[config.mk]
export PLATFORM = sky130hd
export DESIGN_NAME = hamming_encode_correct
export DESIGN_NICKNAME = d
export VERILOG_FILES = /design/src/hw/rtl/hec_pkg.sv /design/src/hw/rtl/hec_build.sv /design/src/hw/rtl/hec_parity.sv /design/src/hw/rtl/hec_fix.sv /design/src/hw/rtl/hamming_encode_correct.sv
export SDC_FILE = /design/constraint.sdc
export NUM_CORES = 1
export LEC_CHECK = 0
export ABC_AREA = 1
export BUFFER_PORTS_ARGS = -buffer_cell sky130_fd_sc_hd__clkbuf_2
export CAP_MARGIN = 5
export CORE_UTILIZATION = 34
export CTS_CLUSTER_SIZE = 16
export DETAILED_ROUTE_END_ITERATION = 8
export GPL_TIMING_DRIVEN = 0
export PLACE_DENSITY = 0.51
export SYNTH_ARGS = -nofsm -noshare
export SYNTH_HDL_FRONTEND = slang
export SYNTH_SLANG_ARGS = --single-unit
[constraint.sdc]
create_clock -name clk_i -period 10.3 [get_ports clk_i]
set_clock_uncertainty 0.15 [all_clocks]
set_input_delay 0.515 -clock clk_i [delete_from_list [all_inputs] [get_ports clk_i]]
set_output_delay 0.515 -clock clk_i [all_outputs]
set_load 0.02 [all_outputs]
[src/hw/rtl/hec_pkg.sv]
`default_nettype none

package hec_pkg;

  // Field widths of the codec
  localparam int unsigned MaxDataBits = 57;
  localparam int unsigned CheckBits   = 6;
  localparam int unsigned CodeBits    = 63;
  localparam int unsigned LenBits     = 6;

  // Stream packing
  localparam int unsigned InDataBits  = 120;
  localparam int unsigned OutDataBits = 72;

  // Register reset value
  localparam logic [LenBits-1:0] DataLenReset = 6'd4;

  // Command codes
  localparam logic CMD_ENCODE = 1'b0;
  localparam logic CMD_DECODE = 1'b1;

  typedef logic [CodeBits-1:0] word_t;

  // Per-beat control that travels down the pipe
  typedef struct packed {
    logic               cmd;
    logic [LenBits-1:0] len;
  } ctl_t;

  // Code length for a data length: clamp to 1..57, then least check count
  function automatic logic [LenBits-1:0] code_len(logic [LenBits-1:0] dlen);
    logic [6:0] k;
    logic [6:0] r;
    k = {1'b0, dlen};
    if (k < 7'd1) k = 7'd1;
    if (k > 7'(MaxDataBits)) k = 7'(MaxDataBits);
    r = 7'd1;
    for (int i = 1; i < CheckBits; i++) begin
      if ((7'd1 << r) < (k + r + 7'd1)) r = r + 7'd1;
    end
    return LenBits'(k + r);
  endfunction

  // Spread data bits over the positions that are not powers of two
  function automatic word_t scatter(logic [MaxDataBits-1:0] d);
    word_t w;
    int    j;
    w = '0;
    j = 0;
    for (int p = 1; p <= CodeBits; p++) begin
      if ((p & (p - 1)) != 0) begin
        w[p-1] = d[j];
        j++;
      end
    end
    return w;
  endfunction

  // Positions whose index has bit i set
  function automatic word_t group_mask(int i);
    word_t m;
    m = '0;
    for (int p = 1; p <= CodeBits; p++) begin
      m[p-1] = ((p >> i) & 1) != 0;
    end
    return m;
  endfunction

  // Mask of the low len positions
  function automatic word_t len_mask(logic [LenBits-1:0] len);
    logic [CodeBits:0] m;
    m = ({{CodeBits{1'b0}}, 1'b1} << len) - {{CodeBits{1'b0}}, 1'b1};
    return m[CodeBits-1:0];
  endfunction

endpackage

`default_nettype wire

[src/hw/rtl/hec_build.sv]
`default_nettype none

module hec_build (
  input  wire logic                             clk_i,
  input  wire logic                             rst_ni,
  input  wire logic                             in_valid_i,
  output logic                                  in_ready_o,
  input  wire logic                             cmd_i,
  input  wire logic [hec_pkg::MaxDataBits-1:0]  data_i,
  input  wire hec_pkg::word_t                   code_i,
  input  wire logic [hec_pkg::LenBits-1:0]      len_i,
  output logic                                  out_valid_o,
  input  wire logic                             out_ready_i,
  output hec_pkg::ctl_t                         ctl_o,
  output hec_pkg::word_t                        word_o
);
  import hec_pkg::*;

  logic   valid_q;
  ctl_t   ctl_q;
  word_t  word_d, word_q;

  // Load when empty or when the next stage takes the held beat
  assign in_ready_o = !valid_q || out_ready_i;

  // Place data bits or take the received word, cut to the code length
  always_comb begin
    if (cmd_i == CMD_DECODE) begin
      word_d = code_i & len_mask(len_i);
    end else begin
      word_d = scatter(data_i) & len_mask(len_i);
    end
  end

  always_ff @(posedge clk_i or negedge rst_ni) begin
    if (!rst_ni) begin
      valid_q <= 1'b0;
    end else if (in_ready_o) begin
      valid_q <= in_valid_i;
    end
  end

  always_ff @(posedge clk_i) begin
    if (in_ready_o && in_valid_i) begin
      ctl_q.cmd <= cmd_i;
      ctl_q.len <= len_i;
      word_q    <= word_d;
    end
  end

  assign out_valid_o = valid_q;
  assign ctl_o       = ctl_q;
  assign word_o      = word_q;

endmodule

`default_nettype wire

[src/hw/rtl/hec_parity.sv]
`default_nettype none

module hec_parity (
  input  wire logic                          clk_i,
  input  wire logic                          rst_ni,
  input  wire logic                          in_valid_i,
  output logic                               in_ready_o,
  input  wire hec_pkg::ctl_t                 ctl_i,
  input  wire hec_pkg::word_t                word_i,
  output logic                               out_valid_o,
  input  wire logic                          out_ready_i,
  output hec_pkg::ctl_t                      ctl_o,
  output hec_pkg::word_t                     word_o,
  output logic [hec_pkg::CheckBits-1:0]      par_o
);
  import hec_pkg::*;

  logic                 valid_q;
  ctl_t                 ctl_q;
  word_t                word_q;
  logic [CheckBits-1:0] par_d, par_q;

  assign in_ready_o = !valid_q || out_ready_i;

  // One even-parity tree per check group
  always_comb begin
    for (int i = 0; i < CheckBits; i++) begin
      par_d[i] = ^(word_i & group_mask(i));
    end
  end

  always_ff @(posedge clk_i or negedge rst_ni) begin
    if (!rst_ni) begin
      valid_q <= 1'b0;
    end else if (in_ready_o) begin
      valid_q <= in_valid_i;
    end
  end

  always_ff @(posedge clk_i) begin
    if (in_ready_o && in_valid_i) begin
      ctl_q  <= ctl_i;
      word_q <= word_i;
      par_q  <= par_d;
    end
  end

  assign out_valid_o = valid_q;
  assign ctl_o       = ctl_q;
  assign word_o      = word_q;
  assign par_o       = par_q;

endmodule

`default_nettype wire

[src/hw/rtl/hec_fix.sv]
`default_nettype none

module hec_fix (
  input  wire logic                          clk_i,
  input  wire logic                          rst_ni,
  input  wire logic                          in_valid_i,
  output logic                               in_ready_o,
  input  wire hec_pkg::ctl_t                 ctl_i,
  input  wire hec_pkg::word_t                word_i,
  input  wire logic [hec_pkg::CheckBits-1:0] par_i,
  output logic                               out_valid_o,
  input  wire logic                          out_ready_i,
  output hec_pkg::word_t                     code_o,
  output logic [hec_pkg::CheckBits-1:0]      syndrome_o,
  output logic                               fixed_o,
  output logic                               beyond_o
);
  import hec_pkg::*;

  logic                 valid_q;
  word_t                code_d, code_q;
  logic [CheckBits-1:0] syn_d, syn_q;
  logic                 fixed_d, fixed_q;
  logic                 beyond_d, beyond_q;
  word_t                checks;
  word_t                flip;

  assign in_ready_o = !valid_q || out_ready_i;

  // Check bits at the power-of-two positions
  always_comb begin
    checks = '0;
    for (int i = 0; i < CheckBits; i++) begin
      checks[(1 << i) - 1] = par_i[i];
    end
  end

  // Encode: add check bits. Decode: flip the bit the syndrome names, or flag a syndrome past the code length.
  always_comb begin
    flip     = '0;
    syn_d    = '0;
    fixed_d  = 1'b0;
    beyond_d = 1'b0;
    code_d   = word_i | checks;
    if (ctl_i.cmd == CMD_DECODE) begin
      syn_d = par_i;
      if (par_i != '0) begin
        if (par_i > ctl_i.len) begin
          beyond_d = 1'b1;
        end else begin
          fixed_d = 1'b1;
          flip    = word_t'(1) << (par_i - CheckBits'(1));
        end
      end
      code_d = word_i ^ flip;
    end
  end

  always_ff @(posedge clk_i or negedge rst_ni) begin
    if (!rst_ni) begin
      valid_q <= 1'b0;
    end else if (in_ready_o) begin
      valid_q <= in_valid_i;
    end
  end

  always_ff @(posedge clk_i) begin
    if (in_ready_o && in_valid_i) begin
      code_q   <= code_d;
      syn_q    <= syn_d;
      fixed_q  <= fixed_d;
      beyond_q <= beyond_d;
    end
  end

  assign out_valid_o = valid_q;
  assign code_o      = code_q;
  assign syndrome_o  = syn_q;
  assign fixed_o     = fixed_q;
  assign beyond_o    = beyond_q;

endmodule

`default_nettype wire

[src/hw/rtl/hamming_encode_correct.sv]
// Throughput: one beat per cycle while the master side accepts; three register
// stages (place, parity, correct) each hold one beat and advance whenever the
// stage after them frees up.
// Reset: all stage valid bits clear and data_len returns to 4 (code length 7).
`default_nettype none

module hamming_encode_correct (
  input  wire logic                              clk_i,
  input  wire logic                              rst_ni,
  // Configuration: data_len
  input  wire logic                              cfg_valid_i,
  output logic                                   cfg_ready_o,
  input  wire logic [hec_pkg::LenBits-1:0]       cfg_data_i,
  // Input stream
  input  wire logic                              s_axis_tvalid,
  output logic                                   s_axis_tready,
  input  wire logic [hec_pkg::InDataBits-1:0]    s_axis_tdata,  // data_word, code_in
  input  wire logic                              s_axis_tuser,  // command
  // Output stream
  output logic                                   m_axis_tvalid,
  input  wire logic                              m_axis_tready,
  output logic [hec_pkg::OutDataBits-1:0]        m_axis_tdata   // code_out, syndrome,
                                                                // error_fixed, beyond_code
);
  import hec_pkg::*;

  logic [LenBits-1:0]   len_q;
  logic                 b_valid, b_ready;
  ctl_t                 b_ctl;
  word_t                b_word;
  logic                 p_valid, p_ready;
  ctl_t                 p_ctl;
  word_t                p_word;
  logic [CheckBits-1:0] p_par;
  word_t                code_out;
  logic [CheckBits-1:0] syndrome;
  logic                 error_fixed;
  logic                 beyond_code;

  // Keep the code length derived from data_len
  assign cfg_ready_o = 1'b1;

  always_ff @(posedge clk_i or negedge rst_ni) begin
    if (!rst_ni) begin
      len_q <= code_len(DataLenReset);
    end else if (cfg_valid_i && cfg_ready_o) begin
      len_q <= code_len(cfg_data_i);
    end
  end

  hec_build u_build (
    .clk_i       (clk_i),
    .rst_ni      (rst_ni),
    .in_valid_i  (s_axis_tvalid),
    .in_ready_o  (s_axis_tready),
    .cmd_i       (s_axis_tuser),
    .data_i      (s_axis_tdata[MaxDataBits-1:0]),
    .code_i      (s_axis_tdata[MaxDataBits+CodeBits-1:MaxDataBits]),
    .len_i       (len_q),
    .out_valid_o (b_valid),
    .out_ready_i (b_ready),
    .ctl_o       (b_ctl),
    .word_o      (b_word)
  );

  hec_parity u_parity (
    .clk_i       (clk_i),
    .rst_ni      (rst_ni),
    .in_valid_i  (b_valid),
    .in_ready_o  (b_ready),
    .ctl_i       (b_ctl),
    .word_i      (b_word),
    .out_valid_o (p_valid),
    .out_ready_i (p_ready),
    .ctl_o       (p_ctl),
    .word_o      (p_word),
    .par_o       (p_par)
  );

  hec_fix u_fix (
    .clk_i       (clk_i),
    .rst_ni      (rst_ni),
    .in_valid_i  (p_valid),
    .in_ready_o  (p_ready),
    .ctl_i       (p_ctl),
    .word_i      (p_word),
    .par_i       (p_par),
    .out_valid_o (m_axis_tvalid),
    .out_ready_i (m_axis_tready),
    .code_o      (code_out),
    .syndrome_o  (syndrome),
    .fixed_o     (error_fixed),
    .beyond_o    (beyond_code)
  );

  // Pack the result beat
  assign m_axis_tdata = {1'b0, beyond_code, error_fixed, syndrome, code_out};

endmodule

`default_nettype wire

==> flow_summary_export.csv, run 1 <==
group,metric,value,unit
die,coreArea,39000,µm²
routing,drc_errors,0,
setup_path,startpoint_type,"primary input",
timing,setup_viol,0,
synth,synthTopCellsByArea,"edfxtp_1, xnor2_1, nand2_1",
setup_path,cp_common_cell,"nor2_1",
setup_path,arrival,10220,ps
synth,syn_inst,1428,
synth,synth_top_area_share,48.0,%
run_status,status,"finished clean",
global_route,grt_use_total,20.0,%
cells_and_area,fin_area,16700,µm²
setup_path,r2r-start,"len_q[2]$_DFFE_PN1P_",
setup_path,r2r_cells,11,
synth,synth_top_cell_by_area,"edfxtp_1",
clock_network,cts_tree,"built",
placement,gp_congestion,0.973,
routing,wl_per_cell,18.4,µm
setup_path,crit_required,10540,ps
clock_network,clkTransAtPathRegs,60,ps
routing,via_count,10500,
global_route,grt_pass1_wl,61500,µm
synth,yosysMostFrequentCell,"nand2_1",
setup_path,crit_fanout,8,
synth,avgSynthCellArea,9.51,µm²
hold_path,whs_path_depth,1,
die,start_util,34.8,%
hold_path,hp-class,"in -> reg",
routing,avgViaCountPerCell,4.71,
routing,drt-total-wl,41100,µm
global_route,antenna_found_initial,0,
power_and_ir_drop,leakage,7.08,nW
job,cap_viol_max_count,0,
synth,synthArstFlopShare,3.98,%
setup_path,regToRegSetupSlack,6100,ps
power_and_ir_drop,power,5.66,mW
timing,relSlewSlack,20.1,%
die,die_w,202,µm
cells_and_area,drive_gt1_share,21.7,%
setup_path,critPathKind,"in -> reg",
synth,synth_seq_area_share,49.7,%
hold_path,hold_start,"s_axis_tuser",
cells_and_area,antenna_cells,0,
clock_network,root_buffer,"clkbuf_16",
synth,synthTopCellsByCount,"nand2_1, edfxtp_1, nor2_1",
clock_network,clkSinkCount,226,
timing,finalHoldViolations,0,
cells_and_area,synthToLayoutAreaGrowth,22.9,%
timing,rsz0062_at_grt,"true",
timing,finalCriticalPeriod,9980,ps
placement,placed_cell_area,15400,µm²
setup_path,r2r_end,"u_build.word_o[59]$_DFFE_PP_",
timing,worst_pin_slew,1170,ps
synth,syn-cell-area,13600,µm²
power_and_ir_drop,peakVddDrop,0.000190,V
clock_network,numCtsBuffers,25,
setup_path,slowest_delay,610,ps
setup_path,slowest_stage,"fa_2",
synth,netlist-cell-type-count,44,
timing,max_freq,100,MHz
global_route,grt_pass1_vias,10500,
hold_path,min_to,"u_build.ctl_o[6]$_DFFE_PP_",
die,fp.dieH,202,µm
placement,portBuffers,202,
synth,synthFlopType,"edfxtp_1",
placement,dp_hpwl,33700,µm
synth,ys_ff_latch,226,
timing,period_share,96.9,%
clock_network,h-tree-depth,1,
routing,dr.pass1.iters,8,
clock_network,cts_buffer_depth,3,
synth,synth_warnings,0,
clock_network,insertion_delay,520,ps
global_route,grt_overflow,0,
timing,layout_setup_ws,323,ps
die,rows,72,
routing,dr.first_iter.drc_count,624,
routing,ant_nets,0,
setup_path,cp-end-kind,"flip-flop",
synth,synth-edff-count,217,
timing,finalMaxSlewViolations,0,
cells_and_area,nets,1887,
global_route,grt_max_degree,48,
power_and_ir_drop,power.density,339,nW/µm²
placement,dp_worst_setup_slack,-1660,ps
die,ios,207,
die,dieArea,40700,µm²
[power breakdown]
group	switching [mW]	internal (mW)
clock network	0.350	0.494
registers	0.233	1.52
logic	1.84	1.22
[sequential cells by signal, indices dropped and copies added, names as in the netlist]
register and count:
u_parity.out_valid_o 1, u_parity.word_o 63, len_q 6, u_build.out_valid_o 1, u_fix.out_valid_o 1, u_parity.par_o 6
u_build.ctl_o 7, u_build.word_o 63, u_fix.code_o 63, u_fix.fixed_o 1, u_fix.beyond_o 1, u_parity.ctl_o 7
u_fix.syndrome_o 6
[critical path, delay by kind of cell]
| kind | cells | cell delay, ps |
|---|---|---|
| buffers and inverters | 11 | 1010 |
| xor gates and xnor gates | 4 | 680 |
| and+or+nand+nor | 24 | 2110 |
| adders and majority gates | 14 | 4110 |
| AOI/OAI and AO/OA | 10 | 1780 |
[area by class of cell]
type                            instances  area, µm²
Fill cell                            3906      22300
Inverter                              137        527
Clock inverter                         19        151
Timing Repair Buffer                  230       1290
Multi-Input combinational cell       1031       6470
Tap cell                              518        648
Sequential cell                       226       6750
Buffer                                 44        216
Clock buffer                           27        633
[worst max-delay path by stage]
stage / startpoint / end / slack (ps) / cells past startpoint
detailed placement: cfg_data_i[2] / len_q[5]$_DFFE_PN0P_ / -1660 / 64
global placement: cfg_data_i[2] / len_q[4]$_DFFE_PN0P_ / -1480 / 61
CTS: cfg_data_i[2] / len_q[5]$_DFFE_PN0P_ / 30 / 62
floorplan: cfg_data_i[5] / len_q[4]$_DFFE_PN0P_ / 420 / 60
finish: cfg_data_i[5] / len_q[5]$_DFFE_PN0P_ / 320 / 63
global route: cfg_data_i[2] / len_q[5]$_DFFE_PN0P_ / -360 / 60
[layer usage]
layer | share of wire (%) | track usage (%)
met5 | 0 | 0
met1 | 46 | 27.6
met3 | 4.3 | 2.00
met4 | 1.9 | 4.49
met2 | 48 | 33.7
[repair_timing]
action,in CTS,in global routing
hold buffers,1,0
setup endpoints to repair,6,5
cloned,0,0
pin swaps,10,46
resized for setup,19,52
hold endpoints to repair,9,0
buffers inserted,7,16
[through the flow]
step                TNS (ps)  instances  hold slack, ps  util (%)
floorplan                  0       1438            69.4         -
global placement       -6970       2158             257      39.3
detailed placement     -7920       2162             255      39.6
CTS                        0       2216            38.9      41.9
global route            -543       2232            44.5      42.8
finish                     0       2232            57.3      42.8
[placed cells by master (no fill, tap or decap), types with 4 or more instances in the layout]
cell        Yosys  layout
a2111oi_0       4       4
nor2_4          1       5
clkinvlp_4      0       4
inv_1         132     123
mux2i_1        11      11
xnor2_1       150     150
clkinv_1        1       7
nor4_1          9       8
nand2_2         7      12
a21oi_2         0       7
clkinv_2        0       6
nand4_1        15      15
buf_4           8      33
buf_2          11      11
a21oi_1        72      63
nand2_1       290     283
nand2_4         2       4
edfxtp_1      217     217
fa_2            0       6
buf_1           4       4
xor2_1         80      79
clkbuf_1       21      22
ha_4            0      10
ha_1           54      43
conb_1          2      12
nor3_1         39      39
o21ai_0        16      11
inv_2           4       9
nor2_1        182     179
o21ai_1         2       4
dfrtp_1         6       6
nor2_2          5       4
clkbuf_16       0      25
clkbuf_2        0     200
nand3_1        53      53
[logic make-up after synthesis]
| logic type | Yosys count | synth area share [%] |
|---|---|---|
| simple gates | 613 | 19.2 |
| xor+xnor | 230 | 14.8 |
| flops | 226 | 49.7 |
| buf+inv | 181 | 5.33 |
| compound gates | 104 | 4.14 |
| fa+ha+maj | 60 | 5.86 |
| mux | 12 | 0.894 |
| other cells | 2 | 0.0553 |
(Power assumes the default switching activity.)
==> run 2: changes to the inputs <==
--- a/config.mk
+++ b/config.mk
@@ -8,11 +8,13 @@
 export ABC_AREA = 1
 export BUFFER_PORTS_ARGS = -buffer_cell sky130_fd_sc_hd__clkbuf_2
 export CAP_MARGIN = 5
+export CELL_PAD_IN_SITES_DETAIL_PLACEMENT = 1
+export CELL_PAD_IN_SITES_GLOBAL_PLACEMENT = 1
 export CORE_UTILIZATION = 34
 export CTS_CLUSTER_SIZE = 16
 export DETAILED_ROUTE_END_ITERATION = 8
 export GPL_TIMING_DRIVEN = 0
-export PLACE_DENSITY = 0.51
+export PLACE_DENSITY = 0.64
 export SYNTH_ARGS = -nofsm -noshare
 export SYNTH_HDL_FRONTEND = slang
 export SYNTH_SLANG_ARGS = --single-unit
==> flow_summary_export.csv, run 2 (synthesis results as in run 1) <==
group,metric,value,unit
placement,portBuffers,202,
timing,period_share,95.7,%
routing,drc_errors,0,
clock_network,cts_tree,"built",
routing,dr.pass1.iters,5,
setup_path,crit_fanout,8,
cells_and_area,drive_gt1_share,22.3,%
die,dieArea,40700,µm²
setup_path,startpoint_type,"primary input",
cells_and_area,seq_area,6750,µm²
die,fp.dieH,202,µm
timing,relSlewSlack,8.72,%
routing,ant_nets,0,
global_route,grt.busiest_layer,"met2",
routing,wl_per_cell,19.9,µm
routing,drt-total-wl,44600,µm
timing,max_freq,101,MHz
routing,avgViaCountPerCell,4.79,
setup_path,critPathKind,"in -> reg",
setup_path,arrival,10100,ps
timing,finalCriticalPeriod,9860,ps
global_route,met1_usage,28.8,%
global_route,grt_pass1_vias,11200,
setup_path,cp-end-kind,"flip-flop",
die,coreArea,39000,µm²
die,rows,72,
global_route,grt_max_degree,77,
cells_and_area,nets,1892,
global_route,antenna_found_initial,0,
timing,worst_pin_slew,1330,ps
clock_network,numCtsBuffers,23,
die,die_w,202,µm
timing,finalMaxSlewViolations,0,
die,ios,207,
placement,placed_cell_area,15400,µm²
setup_path,cp_common_cell,"ha_4",
setup_path,slowest_stage,"fa_2",
clock_network,insertion_delay,510,ps
clock_network,clkTransAtPathRegs,60,ps
global_route,grt_use_total,21.8,%
die,start_util,34.8,%
clock_network,h-tree-depth,1,
cells_and_area,final_common_cell,"nand2_1",
timing,finalHoldViolations,0,
power_and_ir_drop,power,5.76,mW
routing,via_count,10700,
global_route,grt_overflow,0,
routing,dr.first_iter.drc_count,550,
cells_and_area,mostFrequentLayoutCells,"nand2_1, edfxtp_1, clkbuf_2",
setup_path,slowest_delay,540,ps
clock_network,cts_buffer_depth,3,
power_and_ir_drop,leakage,7.10,nW
hold_path,hp-class,"in -> reg",
clock_network,root_buffer,"clkbuf_16",
job,cap_viol_max_count,0,
clock_network,clkSinkCount,226,
timing,setup_viol,0,
placement,gp_congestion,0.923,
cells_and_area,antenna_cells,0,
run_status,status,"finished clean",
cells_and_area,multiInputGateArea,6440,µm²
setup_path,crit_required,10540,ps
power_and_ir_drop,peakVddDrop,0.000232,V
global_route,use_met3,1.56,%
global_route,grt.met2_usage,38.1,%
cells_and_area,synthToLayoutAreaGrowth,23.0,%
power_and_ir_drop,power.density,345,nW/µm²
cells_and_area,fillers,4528,
cells_and_area,fin_area,16700,µm²
placement,dp_hpwl,36300,µm
global_route,grt_pass1_wl,66800,µm
run 2: changes by cell type in the layout (fill, tap and decap cells not counted), sizes merged:
cell,previous run,this run
bufinv,2,3
clkbuf,247,248
clkinv,14,9
clkinvlp,4,3
buf,53,60
run 2: final timing paths:
kind | start | endpoint | slack (ps) | cells after the start
setup / recovery | cfg_data_i[5] | len_q[5]$_DFFE_PN0P_ | 440 | 64
hold / removal | s_axis_tuser | u_build.ctl_o[6]$_DFFE_PP_ | 80 | 1
setup reg to reg | len_q[2]$_DFFE_PN1P_ | u_build.word_o[59]$_DFFE_PP_ | 6040 | 11
hold reg to reg | u_build.ctl_o[5]$_DFFE_PP_ | u_parity.ctl_o[5]$_DFFE_PP_ | 270 | 0
max in group asynchronous | rst_ni | len_q[2]$_DFFE_PN1P_ | 9450 | 2
min in group asynchronous | rst_ni | u_parity.out_valid_o$_DFFE_PN0P_ | 270 | 2
run 2: metal layers:
metal  share of wire [%]  up-vias
met5                   0        -
met3                 3.1       53
met2                  50      235
met4                 2.5        0
met1                  45     5191
li1                    -     5227
run 2: worst max-delay path, delay by kind of cell:
kind,cells,cell delay (ps)
AO/OA/AOI/OAI,11,1880
XOR/XNOR,4,740
adder cells (fa/ha/maj),14,4010
buffers and inverters,13,1300
AND/OR/NAND/NOR,22,1660
run 2: per-stage QoR:
stage | cells | setup WS (ps) | utilization (%) | hold WS [ps] | TNS [ps]
2_1_floorplan | 1438 | 422 | - | 69.4 | 0
3_3_place_gp | 2158 | -1590 | 39.3 | 255 | -7440
3_5_place_dp | 2162 | -1900 | 39.6 | 259 | -9200
4_1_cts | 2217 | 0.823 | 42.1 | 62.4 | 0
5_1_grt | 2235 | -142 | 42.8 | 61.7 | -257
6_report | 2235 | 443 | 42.8 | 78.9 | 0
run 2: final cells by class:
class	instances	area share [%]
Tap cell	518	3.88
Clock inverter	14	0.929
Buffer	44	1.27
Inverter	137	3.14
Clock buffer	28	3.74
Multi-Input combinational cell	1031	38.6
Timing Repair Buffer	237	8.05
Sequential cell	226	40.4
run 2: where the power goes:
group	leakage (nW)	total, mW	internal (mW)	switching, mW
clock	0.373	0.849	0.507	0.342
sequential	2.23	1.76	1.52	0.239
combinational	4.50	3.15	1.22	1.92
run 2: repair_timing:
| action | CTS | global route |
|---|---|---|
| hold buffers | 1 | 0 |
| setup buffers | 12 | 18 |
| endpoints found under the setup margin | 6 | 5 |
| resized for setup | 31 | 41 |
| pin swaps | 21 | 31 |
| endpoints found under the hold margin | 9 | 0 |
